**src/rtl/core/pps_pkg.sv**
```systemverilog
package pps_pkg;

  localparam int MAX_TASKS_DEF = 16;
  localparam int OP_W          = 2;
  localparam int BURST_W       = 8;
  localparam int ARR_W         = 16;
  localparam int PRIO_W        = 8;
  localparam int TIDX_W        = 4;
  localparam int TIME_W        = 24;
  localparam int SUM_W         = 32;
  localparam int ENTRY_W       = BURST_W + ARR_W + PRIO_W;

  typedef enum logic [OP_W-1:0] {
    OP_LOAD  = 2'd0,
    OP_TICK  = 2'd1,
    OP_CLEAR = 2'd2,
    OP_NOP   = 2'd3
  } opcode_t;

  typedef struct packed {
    logic capture;
    logic load;
    logic clear;
    logic nop;
    logic scan_start;
    logic scan_issue;
    logic exec;
    logic acc;
    logic out_load;
  } cmd_t;

  typedef struct packed {
    opcode_t opcode;
    logic    scan_end;
    logic    out_busy;
  } sts_t;

endpackage

```
**src/rtl/core/pps_ram.sv**
```systemverilog
module pps_ram #(
  parameter int WIDTH = 8,
  parameter int DEPTH = 16
) (
  input  logic                     clk,
  input  logic                     we,
  input  logic [$clog2(DEPTH)-1:0] waddr,
  input  logic [WIDTH-1:0]         wdata,
  input  logic [$clog2(DEPTH)-1:0] raddr,
  output logic [WIDTH-1:0]         rdata
);

  logic [WIDTH-1:0] mem [DEPTH];
  logic [WIDTH-1:0] rdata_r;

  always_ff @(posedge clk) begin
    if (we) begin
      mem[waddr] <= wdata;
    end
    rdata_r <= mem[raddr];
  end

  assign rdata = rdata_r;

endmodule

```
**src/rtl/core/pps_ctrl.sv**
```systemverilog
module pps_ctrl (
  input  logic          clk,
  input  logic          rst_n,
  input  logic          in_valid,
  output logic          in_stall,
  input  pps_pkg::sts_t sts,
  output pps_pkg::cmd_t cmd
);
  import pps_pkg::*;

  typedef enum logic [2:0] {
    S_IDLE,
    S_DECODE,
    S_SCAN,
    S_EXEC,
    S_ACC,
    S_RESULT
  } state_t;

  state_t state_r, state_nxt;

  always_comb begin
    state_nxt = state_r;
    cmd       = '0;
    case (state_r)
      S_IDLE: begin
        if (in_valid) begin
          cmd.capture = 1'b1;
          state_nxt   = S_DECODE;
        end
      end
      S_DECODE: begin
        case (sts.opcode)
          OP_LOAD: begin
            cmd.load  = 1'b1;
            state_nxt = S_RESULT;
          end
          OP_TICK: begin
            cmd.scan_start = 1'b1;
            state_nxt      = S_SCAN;
          end
          OP_CLEAR: begin
            cmd.clear = 1'b1;
            state_nxt = S_RESULT;
          end
          default: begin
            cmd.nop   = 1'b1;
            state_nxt = S_RESULT;
          end
        endcase
      end
      S_SCAN: begin
        if (sts.scan_end) begin
          state_nxt = S_EXEC;
        end else begin
          cmd.scan_issue = 1'b1;
        end
      end
      S_EXEC: begin
        cmd.exec  = 1'b1;
        state_nxt = S_ACC;
      end
      S_ACC: begin
        cmd.acc   = 1'b1;
        state_nxt = S_RESULT;
      end
      S_RESULT: begin
        if (!sts.out_busy) begin
          cmd.out_load = 1'b1;
          state_nxt    = S_IDLE;
        end
      end
      default: begin
        state_nxt = S_IDLE;
      end
    endcase
  end

  always_ff @(posedge clk) begin
    if (!rst_n) begin
      state_r <= S_IDLE;
    end else begin
      state_r <= state_nxt;
    end
  end

  assign in_stall = (state_r != S_IDLE);

endmodule

```
**src/rtl/core/pps_dp.sv**
```systemverilog
module pps_dp #(
  parameter int MAX_TASKS = pps_pkg::MAX_TASKS_DEF
) (
  input  logic                         clk,
  input  logic                         rst_n,
  input  pps_pkg::cmd_t                cmd,
  output pps_pkg::sts_t                sts,
  input  logic [pps_pkg::OP_W-1:0]     in_opcode,
  input  logic [pps_pkg::BURST_W-1:0]  in_burst,
  input  logic [pps_pkg::ARR_W-1:0]    in_arrival,
  input  logic [pps_pkg::PRIO_W-1:0]   in_priority_req,
  output logic                         out_valid,
  input  logic                         out_stall,
  output logic                         out_ran,
  output logic [pps_pkg::TIDX_W-1:0]   out_task_index,
  output logic                         out_finished,
  output logic [pps_pkg::TIME_W-1:0]   out_finish_time,
  output logic [pps_pkg::TIME_W-1:0]   out_wait_time,
  output logic [pps_pkg::TIME_W-1:0]   out_turnaround,
  output logic                         out_all_done,
  output logic [pps_pkg::SUM_W-1:0]    out_total_wait,
  output logic [pps_pkg::SUM_W-1:0]    out_total_turnaround,
  output logic                         out_error
);
  import pps_pkg::*;

  localparam int IDX_W = $clog2(MAX_TASKS);
  localparam int CNT_W = $clog2(MAX_TASKS + 1);

  logic [OP_W-1:0]    op_r;
  logic [BURST_W-1:0] burst_r;
  logic [ARR_W-1:0]   arr_r;
  logic [PRIO_W-1:0]  prio_r;

  logic [CNT_W-1:0]  task_cnt_r, done_cnt_r;
  logic [TIME_W-1:0] time_r;
  logic [SUM_W-1:0]  wsum_r, tsum_r;

  logic [CNT_W-1:0]   scan_idx_r;
  logic               rd_vld_r;
  logic [IDX_W-1:0]   rd_idx_r;
  logic               found_r;
  logic [IDX_W-1:0]   best_idx_r;
  logic [PRIO_W-1:0]  best_pr_r;
  logic [BURST_W-1:0] best_rem_r, best_burst_r;
  logic [ARR_W-1:0]   best_arr_r;

  logic              res_ran_r, res_fin_r, res_err_r;
  logic [TIDX_W-1:0] res_idx_r;
  logic [TIME_W-1:0] res_ft_r, res_wt_r, res_tat_r;

  logic              out_valid_r, out_ran_r, out_fin_r, out_done_r, out_err_r;
  logic [TIDX_W-1:0] out_idx_r;
  logic [TIME_W-1:0] out_ft_r, out_wt_r, out_tat_r;
  logic [SUM_W-1:0]  out_tw_r, out_tt_r;

  logic               full;
  logic               tsk_we, rem_we;
  logic [IDX_W-1:0]   waddr;
  logic [BURST_W-1:0] rem_wdata;
  logic [ENTRY_W-1:0] tsk_rdata;
  logic [BURST_W-1:0] rem_rdata;
  logic [BURST_W-1:0] rd_burst;
  logic [ARR_W-1:0]   rd_arr;
  logic [PRIO_W-1:0]  rd_pr;
  logic               hit;
  logic [IDX_W+TIDX_W-1:0] load_ext, best_ext;
  logic [TIME_W-1:0]  fin, used, wt, tat;
  logic               fin_now;
  logic [SUM_W:0]     wsum_add, tsum_add;

  assign full     = (task_cnt_r == CNT_W'(MAX_TASKS));
  assign tsk_we   = cmd.load && !full;
  assign rem_we   = tsk_we || (cmd.exec && found_r);
  assign waddr    = cmd.load ? task_cnt_r[IDX_W-1:0] : best_idx_r;
  assign rem_wdata = cmd.load ? burst_r : best_rem_r - BURST_W'(1);

  pps_ram #(.WIDTH(ENTRY_W), .DEPTH(MAX_TASKS)) u_tsk_ram (
    .clk   (clk),
    .we    (tsk_we),
    .waddr (waddr),
    .wdata ({burst_r, arr_r, prio_r}),
    .raddr (scan_idx_r[IDX_W-1:0]),
    .rdata (tsk_rdata)
  );

  pps_ram #(.WIDTH(BURST_W), .DEPTH(MAX_TASKS)) u_rem_ram (
    .clk   (clk),
    .we    (rem_we),
    .waddr (waddr),
    .wdata (rem_wdata),
    .raddr (scan_idx_r[IDX_W-1:0]),
    .rdata (rem_rdata)
  );

  assign rd_burst = tsk_rdata[ENTRY_W-1 -: BURST_W];
  assign rd_arr   = tsk_rdata[PRIO_W +: ARR_W];
  assign rd_pr    = tsk_rdata[PRIO_W-1:0];

  assign hit = rd_vld_r && ({{(TIME_W-ARR_W){1'b0}}, rd_arr} <= time_r) &&
               (rem_rdata != '0) && (!found_r || (rd_pr < best_pr_r));

  assign load_ext = {{TIDX_W{1'b0}}, task_cnt_r[IDX_W-1:0]};
  assign best_ext = {{TIDX_W{1'b0}}, best_idx_r};

  assign fin     = (time_r == '1) ? time_r : time_r + TIME_W'(1);
  assign used    = TIME_W'(best_burst_r) + TIME_W'(best_arr_r);
  assign wt      = (fin > used) ? fin - used : '0;
  assign tat     = (fin > TIME_W'(best_arr_r)) ? fin - TIME_W'(best_arr_r) : '0;
  assign fin_now = found_r && (best_rem_r == BURST_W'(1));

  assign wsum_add = {1'b0, wsum_r} + (SUM_W+1)'(res_wt_r);
  assign tsum_add = {1'b0, tsum_r} + (SUM_W+1)'(res_tat_r);

  always_ff @(posedge clk) begin
    if (cmd.capture) begin
      op_r    <= in_opcode;
      burst_r <= in_burst;
      arr_r   <= in_arrival;
      prio_r  <= in_priority_req;
    end
    rd_idx_r <= scan_idx_r[IDX_W-1:0];
    if (hit) begin
      best_idx_r   <= rd_idx_r;
      best_pr_r    <= rd_pr;
      best_rem_r   <= rem_rdata;
      best_burst_r <= rd_burst;
      best_arr_r   <= rd_arr;
    end
    if (cmd.load) begin
      res_ran_r <= 1'b0;
      res_fin_r <= 1'b0;
      res_ft_r  <= '0;
      res_wt_r  <= '0;
      res_tat_r <= '0;
      res_err_r <= full;
      res_idx_r <= full ? '0 : load_ext[TIDX_W-1:0];
    end else if (cmd.clear || cmd.nop) begin
      res_ran_r <= 1'b0;
      res_fin_r <= 1'b0;
      res_ft_r  <= '0;
      res_wt_r  <= '0;
      res_tat_r <= '0;
      res_err_r <= 1'b0;
      res_idx_r <= '0;
    end else if (cmd.exec) begin
      res_ran_r <= found_r;
      res_idx_r <= found_r ? best_ext[TIDX_W-1:0] : '0;
      res_fin_r <= fin_now;
      res_ft_r  <= fin_now ? fin : '0;
      res_wt_r  <= fin_now ? wt : '0;
      res_tat_r <= fin_now ? tat : '0;
      res_err_r <= 1'b0;
    end
    if (cmd.out_load) begin
      out_ran_r  <= res_ran_r;
      out_idx_r  <= res_idx_r;
      out_fin_r  <= res_fin_r;
      out_ft_r   <= res_ft_r;
      out_wt_r   <= res_wt_r;
      out_tat_r  <= res_tat_r;
      out_done_r <= (done_cnt_r == task_cnt_r);
      out_tw_r   <= wsum_r;
      out_tt_r   <= tsum_r;
      out_err_r  <= res_err_r;
    end
  end

  always_ff @(posedge clk) begin
    if (!rst_n) begin
      task_cnt_r  <= '0;
      done_cnt_r  <= '0;
      time_r      <= '0;
      wsum_r      <= '0;
      tsum_r      <= '0;
      scan_idx_r  <= '0;
      rd_vld_r    <= 1'b0;
      found_r     <= 1'b0;
      out_valid_r <= 1'b0;
    end else begin
      rd_vld_r <= cmd.scan_issue;
      if (cmd.scan_start) begin
        scan_idx_r <= '0;
        found_r    <= 1'b0;
      end else begin
        if (cmd.scan_issue) begin
          scan_idx_r <= scan_idx_r + CNT_W'(1);
        end
        if (hit) begin
          found_r <= 1'b1;
        end
      end
      if (cmd.clear) begin
        task_cnt_r <= '0;
        done_cnt_r <= '0;
        time_r     <= '0;
        wsum_r     <= '0;
        tsum_r     <= '0;
      end
      if (tsk_we) begin
        task_cnt_r <= task_cnt_r + CNT_W'(1);
        if (burst_r == '0) begin
          done_cnt_r <= done_cnt_r + CNT_W'(1);
        end
      end
      if (cmd.exec) begin
        if (fin_now) begin
          done_cnt_r <= done_cnt_r + CNT_W'(1);
        end
        if (time_r != '1) begin
          time_r <= time_r + TIME_W'(1);
        end
      end
      if (cmd.acc && res_fin_r) begin
        wsum_r <= wsum_add[SUM_W] ? '1 : wsum_add[SUM_W-1:0];
        tsum_r <= tsum_add[SUM_W] ? '1 : tsum_add[SUM_W-1:0];
      end
      if (cmd.out_load) begin
        out_valid_r <= 1'b1;
      end else if (!out_stall) begin
        out_valid_r <= 1'b0;
      end
    end
  end

  assign sts.opcode   = opcode_t'(op_r);
  assign sts.scan_end = (scan_idx_r == task_cnt_r);
  assign sts.out_busy = out_valid_r && out_stall;

  assign out_valid            = out_valid_r;
  assign out_ran              = out_ran_r;
  assign out_task_index       = out_idx_r;
  assign out_finished         = out_fin_r;
  assign out_finish_time      = out_ft_r;
  assign out_wait_time        = out_wt_r;
  assign out_turnaround       = out_tat_r;
  assign out_all_done         = out_done_r;
  assign out_total_wait       = out_tw_r;
  assign out_total_turnaround = out_tt_r;
  assign out_error            = out_err_r;

endmodule

```
**src/rtl/core/preemptive_priority_scheduler_top.sv**
```systemverilog
// Channel   Direction  Handshake            Payload
// in_       input      in_valid / in_stall  opcode, burst, arrival, priority_req
// out_      output     out_valid/out_stall  ran .. error, one item per input item
//
// Load, clear and no-op items write the result register in the decode state.
// A tick item has the task memory read port scan one entry per cycle; then
// the exec state updates the chosen task and the acc state the totals.
// Reset (rst_n low, synchronous) empties the table, zeroes time and totals.
// in_stall is high from accept until the result enters the output register;
// a result held by out_stall blocks only the next result, not its accept.
module preemptive_priority_scheduler_top #(
  parameter int MAX_TASKS = pps_pkg::MAX_TASKS_DEF
) (
  input  logic                         clk,
  input  logic                         rst_n,
  input  logic                         in_valid,
  output logic                         in_stall,
  input  logic [pps_pkg::OP_W-1:0]     in_opcode,
  input  logic [pps_pkg::BURST_W-1:0]  in_burst,
  input  logic [pps_pkg::ARR_W-1:0]    in_arrival,
  input  logic [pps_pkg::PRIO_W-1:0]   in_priority_req,
  output logic                         out_valid,
  input  logic                         out_stall,
  output logic                         out_ran,
  output logic [pps_pkg::TIDX_W-1:0]   out_task_index,
  output logic                         out_finished,
  output logic [pps_pkg::TIME_W-1:0]   out_finish_time,
  output logic [pps_pkg::TIME_W-1:0]   out_wait_time,
  output logic [pps_pkg::TIME_W-1:0]   out_turnaround,
  output logic                         out_all_done,
  output logic [pps_pkg::SUM_W-1:0]    out_total_wait,
  output logic [pps_pkg::SUM_W-1:0]    out_total_turnaround,
  output logic                         out_error
);
  import pps_pkg::*;

  cmd_t cmd;
  sts_t sts;

  pps_ctrl u_ctrl (
    .clk      (clk),
    .rst_n    (rst_n),
    .in_valid (in_valid),
    .in_stall (in_stall),
    .sts      (sts),
    .cmd      (cmd)
  );

  pps_dp #(.MAX_TASKS(MAX_TASKS)) u_dp (
    .clk                  (clk),
    .rst_n                (rst_n),
    .cmd                  (cmd),
    .sts                  (sts),
    .in_opcode            (in_opcode),
    .in_burst             (in_burst),
    .in_arrival           (in_arrival),
    .in_priority_req      (in_priority_req),
    .out_valid            (out_valid),
    .out_stall            (out_stall),
    .out_ran              (out_ran),
    .out_task_index       (out_task_index),
    .out_finished         (out_finished),
    .out_finish_time      (out_finish_time),
    .out_wait_time        (out_wait_time),
    .out_turnaround       (out_turnaround),
    .out_all_done         (out_all_done),
    .out_total_wait       (out_total_wait),
    .out_total_turnaround (out_total_turnaround),
    .out_error            (out_error)
  );

endmodule

```
**config.mk**
```make
export PLATFORM = sky130hd
export DESIGN_NAME = preemptive_priority_scheduler_top
export DESIGN_NICKNAME = d
export VERILOG_FILES = /design/src/rtl/core/pps_pkg.sv /design/src/rtl/core/pps_ram.sv /design/src/rtl/core/pps_ctrl.sv /design/src/rtl/core/pps_dp.sv /design/src/rtl/core/preemptive_priority_scheduler_top.sv
export SDC_FILE = /design/constraint.sdc
export NUM_CORES = 1
export LEC_CHECK = 0
export ABC_CLOCK_PERIOD_IN_PS = 24100
export BUFFER_PORTS_ARGS = -buffer_cell sky130_fd_sc_hd__buf_2
export CORE_MARGIN = 2
export CORE_UTILIZATION = 28
export CTS_CLUSTER_SIZE = 16
export DETAILED_ROUTE_END_ITERATION = 8
export PLACE_DENSITY_LB_ADDON = 0.3
export SLEW_MARGIN = 25
export SYNTH_ARGS = -nofsm -noshare
export SYNTH_HDL_FRONTEND = slang
export SYNTH_SLANG_ARGS = --single-unit
export TNS_END_PERCENT = 20
```
**constraint.sdc**
```tcl
create_clock -name clk -period 24.1 [get_ports clk]
set_input_delay 2.41 -clock clk [delete_from_list [all_inputs] [get_ports clk]]
set_output_delay 2.41 -clock clk [all_outputs]
set_load 0.02 [all_outputs]
```
==> metrics, run 1 <==
Crit. End Element=flip-flop; post-route cell area=52,700 µm²; Core Area=roughly 160,000 µm²; CTS clock-pin slew for the worst setup and hold paths=around 0.06 ns; Hold Buf Count CTS=0; Synth cell types=between 90 and 100; number of enable flip-flop cells after synthesis=867; Yosys warning count=0; Sw Pwr=roughly 0.00085 W; commonest non-fill, non-tap cells in the layout=edfxtp_1 (867), dfxtp_1 (223), mux4_2 (200); P_int=around 0.0031 W; I/O Pins=roughly 180; ys async rst share=0%; drt first pass iters=5; area grow syn2layout=16.5%; critical path class=reg -> reg; drt drc=0; Seq pwr share=between 50 and 60%; initial antenna violation count=4; gr ovfl total=0; endpoints failing hold=0; #FFs+latches synth=approximately 1,100; fin. max-slew vios=0; Post-Layout Cell Count=~5,400; Leakage=17.7 nW; Post-CTS Setup Bufs=0; post-synthesis sequential area ratio=between 60% and 70%; RSZ-0062 raised after global routing=false; status=finished, final reports clean; top_reg_cell synth=edfxtp_1; CP required=between 20 and 25 ns; die height=roughly 400 µm; setup TNS=0 ns; first-pass GRT wire length=173,000 µm; peak supply drop=between 0.06 and 0.07 mV; CP Launch Type=flip-flop; DRT iter0 DRCs=around 2,200; placed cell area=between 40,000 and 50,000 µm²; DR WL/cell=around 22 µm; GPL Wtd Cong=~0.87; pwr dens=~75 nW/µm²; Mapped Avg Cell Area=15.5 µm²; Min-Delay Path Class=reg -> reg; Layout Skew=roughly 0.09 ns; Final Cycle Share=25.1%; most common cell after layout, fill and taps aside=edfxtp_1; combinational share of power=under 10%; clk buf depth=3; Synthesized Nets=3,079; worst-skew pair later-pin latency=approximately 0.78 ns; Mapped Cells=just under 3,000; ANT nets after route=0; net switching share of the total power=about 22%; Critical Path AT=between 6 and 7 ns; starting density of the core=around 28%; Fin Hold WS=between 0.4 and 0.5 ns; dpl cells=5,180; Max-Cap Viols=0; f_max=~170 MHz; CTS buffer count=110; Slew HR=about a third; Sink Count=between 1,000 and 1,500; Cell Rows=147; routed vias/inst=between 4 and 5; vias in the first global route=about 26,000; post-route minimum period=between 6 and 7 ns; CTS resizes=0; critical-path maximum fanout=25; clk root buf=clkbuf_16; clock share of power=roughly 45%; Tot GR Track Use=between 10% and 20%; Nets=about 3,300; Least-Margin Pin Slew=roughly 1 ns; die width=406 µm; mapped cell area=~45,000 µm²; routed vias=about 26,000; ant diodes=0; WL final=~120,000 µm; largest net degree at the start of global routing=between 100 and 150; fraction of layout cells with a size suffix above 1=about a fifth; die area=approximately 160,000 µm²; CTS tree=done; setup violators final=0; Port Buffers=roughly 180; H-tree depth=3; dpl hpwl=73,300 µm
-- synthesized netlist by cell type, types with 14 or more instances --
| cell | instances | area [µm²] |
|---|---|---|
| o21ai_0 | 100 | 500 |
| dfxtp_1 | 227 | 4540 |
| edfxtp_1 | 867 | 26000 |
| nand2b_1 | 20 | 125 |
| a21oi_1 | 169 | 846 |
| nor3_1 | 60 | 300 |
| ha_1 | 120 | 1500 |
| a21o_1 | 41 | 308 |
| a31oi_1 | 16 | 100 |
| nand4_1 | 22 | 138 |
| o21a_1 | 18 | 135 |
| and3_1 | 28 | 175 |
| nand3_1 | 64 | 320 |
| nand2_1 | 150 | 563 |
| nor2b_1 | 19 | 119 |
| clkbuf_1 | 96 | 360 |
| inv_1 | 81 | 304 |
| or3_1 | 14 | 87.6 |
| a22o_1 | 47 | 412 |
| a211oi_1 | 25 | 188 |
| xnor2_1 | 72 | 631 |
| xor2_1 | 43 | 377 |
| buf_1 | 14 | 52.6 |
| o21ai_1 | 34 | 170 |
| nor2_1 | 159 | 597 |
| mux4_2 | 200 | 4500 |
-- power groups by stage --
stage	logic (W)	clock network, W	registers (W)
final	0.0000887	0.00176	0.00210
after global placement	0.0000906	0	0.00214
after floorplan	0.0000388	0	0.00214
after CTS	0.0000907	0.00181	0.00210
after detailed placement	0.0000910	0	0.00214
after global routing	0.0000965	0.00188	0.00210
-- flip-flops by register name, summed over array words and instances (netlist names), 8 cells and up --
name                       flops
u_dp.out_turnaround           24
u_dp.best_pr_r                 8
u_dp.best_rem_r                8
u_dp.best_burst_r              8
u_dp.u_tsk_ram.mem           512
u_dp.res_tat_r                24
u_dp.time_r                   24
u_dp.out_total_wait           32
u_dp.prio_r                    8
u_dp.best_arr_r               16
u_dp.out_total_turnaround     32
u_dp.burst_r                   8
u_dp.out_wait_time            24
u_dp.res_ft_r                 24
u_dp.arr_r                    16
u_dp.res_wt_r                 24
u_dp.out_finish_time          24
u_dp.u_rem_ram.mem           128
u_dp.wsum_r                   32
u_dp.u_tsk_ram.rdata          32
u_dp.u_rem_ram.rdata           8
u_dp.tsum_r                   32
-- worst max-delay path, stage by stage, from the launching register on --
cell	delay (ns)
dfxtp_1	0.47
ha_1	0.30
nand3_2	0.18
nor4_2	0.86
nand2_1	0.80
xnor2_1	0.55
ha_1	0.28
fa_1	0.20
nand2b_1	0.14
a21oi_1	0.12
a221oi_1	0.49
a41oi_1	0.27
o31ai_1	0.51
o21ai_2	0.13
a22o_4	0.34
a32o_1	0.27
-- layout make-up --
type / instances / area [µm²]
Inverter: 82 / 308
Multi-Input combinational cell: 1616 / 14000
Fill cell: 15500 / 108000
Clock inverter: 57 / 713
Tap cell: 2160 / 2700
Clock buffer: 152 / 3060
Timing Repair Buffer: 228 / 1290
Sequential cell: 1094 / 30600
-- routing by layer --
metal  share of wire, %  track usage, %  routed length (µm)
met1                 45            19.4               52600
met2                 48            23.1               55800
met3                5.1            2.42                5940
met4                2.4            3.76                2870
met5              0.010               0                  12
-- kinds of logic (layout without fill, tap and decap cells) --
group / after synthesis / after routing / share of synthesized area, %
mux: 209 / 209 / 10.2
compound gates: 558 / 558 / 7.99
flops: 1094 / 1094 / 67.6
simple gates: 608 / 608 / 6.63
fa+ha+maj: 125 / 125 / 3.54
xor+xnor: 116 / 116 / 2.26
buf+inv: 206 / 519 / 1.81
-- final timing paths --
| check | start | endpoint | slack (ns) | cells after the start |
|---|---|---|---|---|
| max | u_dp.time_r[0] | u_dp.res_wt_r[2] | 18.04 | 15 |
| min | u_dp.rd_idx_r[1] | u_dp.best_idx_r[1] | 0.41 | 0 |
| max reg2reg | u_dp.time_r[0] | u_dp.res_wt_r[2] | 18.04 | 15 |
| min reg2reg | u_dp.rd_idx_r[1] | u_dp.best_idx_r[1] | 0.41 | 0 |
-- metrics by stage --
stage	power [W]	util, %	worst slack (ns)
after CTS	0.00400	32.8	18.15
after global placement	0.00223	30.5	18.33
final	0.00395	32.8	18.04
after global routing	0.00408	32.8	17.55
after detailed placement	0.00223	30.5	18.17
after floorplan	0.00218	-	14.05
(Power assumes the default switching activity.)
==> run 2, diff against run 1 <==
--- a/config.mk
+++ b/config.mk
@@ -5,7 +5,7 @@
 export SDC_FILE = /design/constraint.sdc
 export NUM_CORES = 1
 export LEC_CHECK = 0
-export ABC_CLOCK_PERIOD_IN_PS = 24100
+export ABC_CLOCK_PERIOD_IN_PS = 6000
 export BUFFER_PORTS_ARGS = -buffer_cell sky130_fd_sc_hd__buf_2
 export CORE_MARGIN = 2
 export CORE_UTILIZATION = 28
==> constraint.sdc (replaced) <==
create_clock -name clk -period 6 [get_ports clk]
set_input_delay 0.6 -clock clk [delete_from_list [all_inputs] [get_ports clk]]
set_output_delay 0.6 -clock clk [all_outputs]
set_load 0.02 [all_outputs]
==> run 2 against run 1 <==
Sequential share of layout area shrank 0.29 points. Cell count up 0.59%. Critical path depth up 2. Clock power rose to 4.0 times the previous value. Largest power group unchanged. Highest routed layer is now met4.
==> metrics, run 2 (same netlist as run 1, synthesis figures left out) <==
clk root buf=clkbuf_16; I/O Pins=184 (unchanged); Crit. End Element=flip-flop; WL final=118,000 µm (+0.22%); critical-path maximum fanout=20 (-20%); DRT iter0 DRCs=2,008 (-7.1%); GPL Wtd Cong=0.887 (+2.0%); Nets=3,325 (+0.91%); CP Launch Type=flip-flop; area grow syn2layout=17.1%; status=finished, final reports clean; initial antenna violation count=5 (+1); Least-Margin Pin Slew=1.03 ns (+0.0226 ns); Core Area=161,000 µm² (unchanged); f_max=202 MHz (+22%); vias in the first global route=25,700 (+0.24%); Post-CTS Setup Bufs=0 (unchanged); CTS clock-pin slew for the worst setup and hold paths=0.06 ns (about the same); clk buf depth=3 (unchanged); gr ovfl total=0 (unchanged); multi-input combinational cell area=14,000 µm² (about the same); P_int=0.0124 W (+300%); ANT nets after route=0 (unchanged); Final Cycle Share=82.6% (+57 points); Leakage=17.8 nW (+0.62%); Tot GR Track Use=14.1% (about the same); worst-skew pair later-pin latency=0.77 ns (about the same); endpoints failing hold=0 (unchanged); Port Buffers=183 (unchanged); dpl hpwl=75,000 µm (+2.4%); routed vias/inst=4.78 (about the same); Largest Register=u_dp.u_tsk_ram.mem; clock share of power=44.5% (about the same); pwr dens=299 nW/µm² (+300%); CP required=6.56 ns (-18.16 ns); most common cell after layout, fill and taps aside=edfxtp_1; total power=0.0158 W (+300%); post-route setup slack=1.04 ns (-17.00 ns); drt first pass iters=5 (unchanged); CTS resizes=0 (unchanged); dpl ws=1.08 ns (-17.09 ns); fin. max-slew vios=0 (unchanged); die area=165,000 µm² (unchanged); die width=406 µm (unchanged); drt drc=0 (unchanged); Post-Layout Cell Count=5,421 (+0.59%); Sw Pwr=0.00340 W (+300%); net switching share of the total power=21.5% (-0.17 points); H-tree depth=3 (unchanged); DR WL/cell=21.7 µm (-0.37%); die height=406 µm (unchanged); Max-Cap Viols=0 (unchanged); routed vias=25,900 (+0.69%); post-route minimum period=4.96 ns (-1.10 ns); max reg flops=512 (unchanged); fraction of layout cells with a size suffix above 1=19.8% (-0.56 points); dpl cells=5,185 (+0.097%); Hold Buf Count CTS=24 (+24); critical path class=reg -> reg; combinational share of power=2.4% (+0.2 points); RSZ-0062 raised after global routing=false; register area=30,600 µm² (unchanged); Min-Delay Path Class=in -> reg; Cell Rows=147 (unchanged); setup violators final=0 (unchanged); Top Registers=u_dp.u_tsk_ram.mem (512), u_dp.u_rem_ram.mem (128); Sink Count=1,094 (unchanged); Slew HR=31.6% (-1.5 points); starting density of the core=28.2% (unchanged); CTS tree=done; commonest non-fill, non-tap cells in the layout=edfxtp_1 (867), dfxtp_1 (223), mux4_2 (200); Critical Path AT=5.51 ns (-1.17 ns); largest net degree at the start of global routing=141 (unchanged); fillcell total=15,500 (-0.013%); first-pass GRT wire length=173,000 µm (+0.36%); Seq pwr share=53.2% (about the same); peak supply drop=0.241 mV (+270%); setup TNS=0 ns (unchanged); CTS buffer count=111 (+0.91%); Layout Skew=0.0845 ns (-0.00765 ns)
## run 2: cell type report
class	count	share of cell area, %
flip-flops and latches	1094	57.8
multi-input cells	1616	26.5
clock buffers	138	5.53
well taps	2160	5.10
repair buffers	257	2.99
clock inverters	72	1.52
inverters	82	0.581
diodes	2	0.00945
## run 2: worst paths after layout
path	startpoint	end	slack, ns	cells past startpoint
worst max-delay path	u_dp.time_r[0]	u_dp.res_tat_r[15]	1.04	17
worst min-delay path	in_priority_req[0]	u_dp.prio_r[0]	0.06	1
worst max register to register	u_dp.time_r[0]	u_dp.res_tat_r[15]	1.04	17
worst min register to register	u_dp.u_tsk_ram.rdata[31]	u_dp.best_burst_r[7]	0.40	0
## run 2: stage by stage
step                utilization, %  hold slack [ns]  area, µm²
floorplan                        -            0.329      45200
global placement              30.5            0.386      49000
detailed placement            30.5            0.389      49000
CTS                           33.0          0.00996      52900
global route                  33.0           0.0173      53000
finish                        33.0           0.0634      53000
## run 2: power groups by stage
stage / registers (W) / clock network, W / logic (W)
after floorplan: 0.00858 / 0 / 0.000156
after global placement: 0.00858 / 0 / 0.000368
after detailed placement: 0.00859 / 0 / 0.000370
after CTS: 0.00842 / 0.00724 / 0.000383
after global routing: 0.00844 / 0.00752 / 0.000408
final: 0.00842 / 0.00705 / 0.000373
## run 2: critical path, cell delays in order, from the launching register on
cell       delay [ns]
dfxtp_1          0.49
ha_1             0.31
nand3_2          0.17
nor4_2           0.30
buf_4            0.22
nand2_1          0.27
xnor2_1          0.39
ha_1             0.24
inv_1            0.06
fa_1             0.45
a211oi_1         0.28
o211ai_1         0.16
a41o_1           0.30
a221o_1          0.36
a2bb2oi_1        0.19
nand3_2          0.15
nand2_2          0.35
o21ai_1          0.11
## run 2: per-layer routing
metal,up-vias,global-route usage (%),part of all wire (%)
met5,-,0,0
li1,11900,-,-
met4,0,3.59,2.3
met2,674,23.4,48
met3,166,2.44,5.1
met1,13100,19.1,45
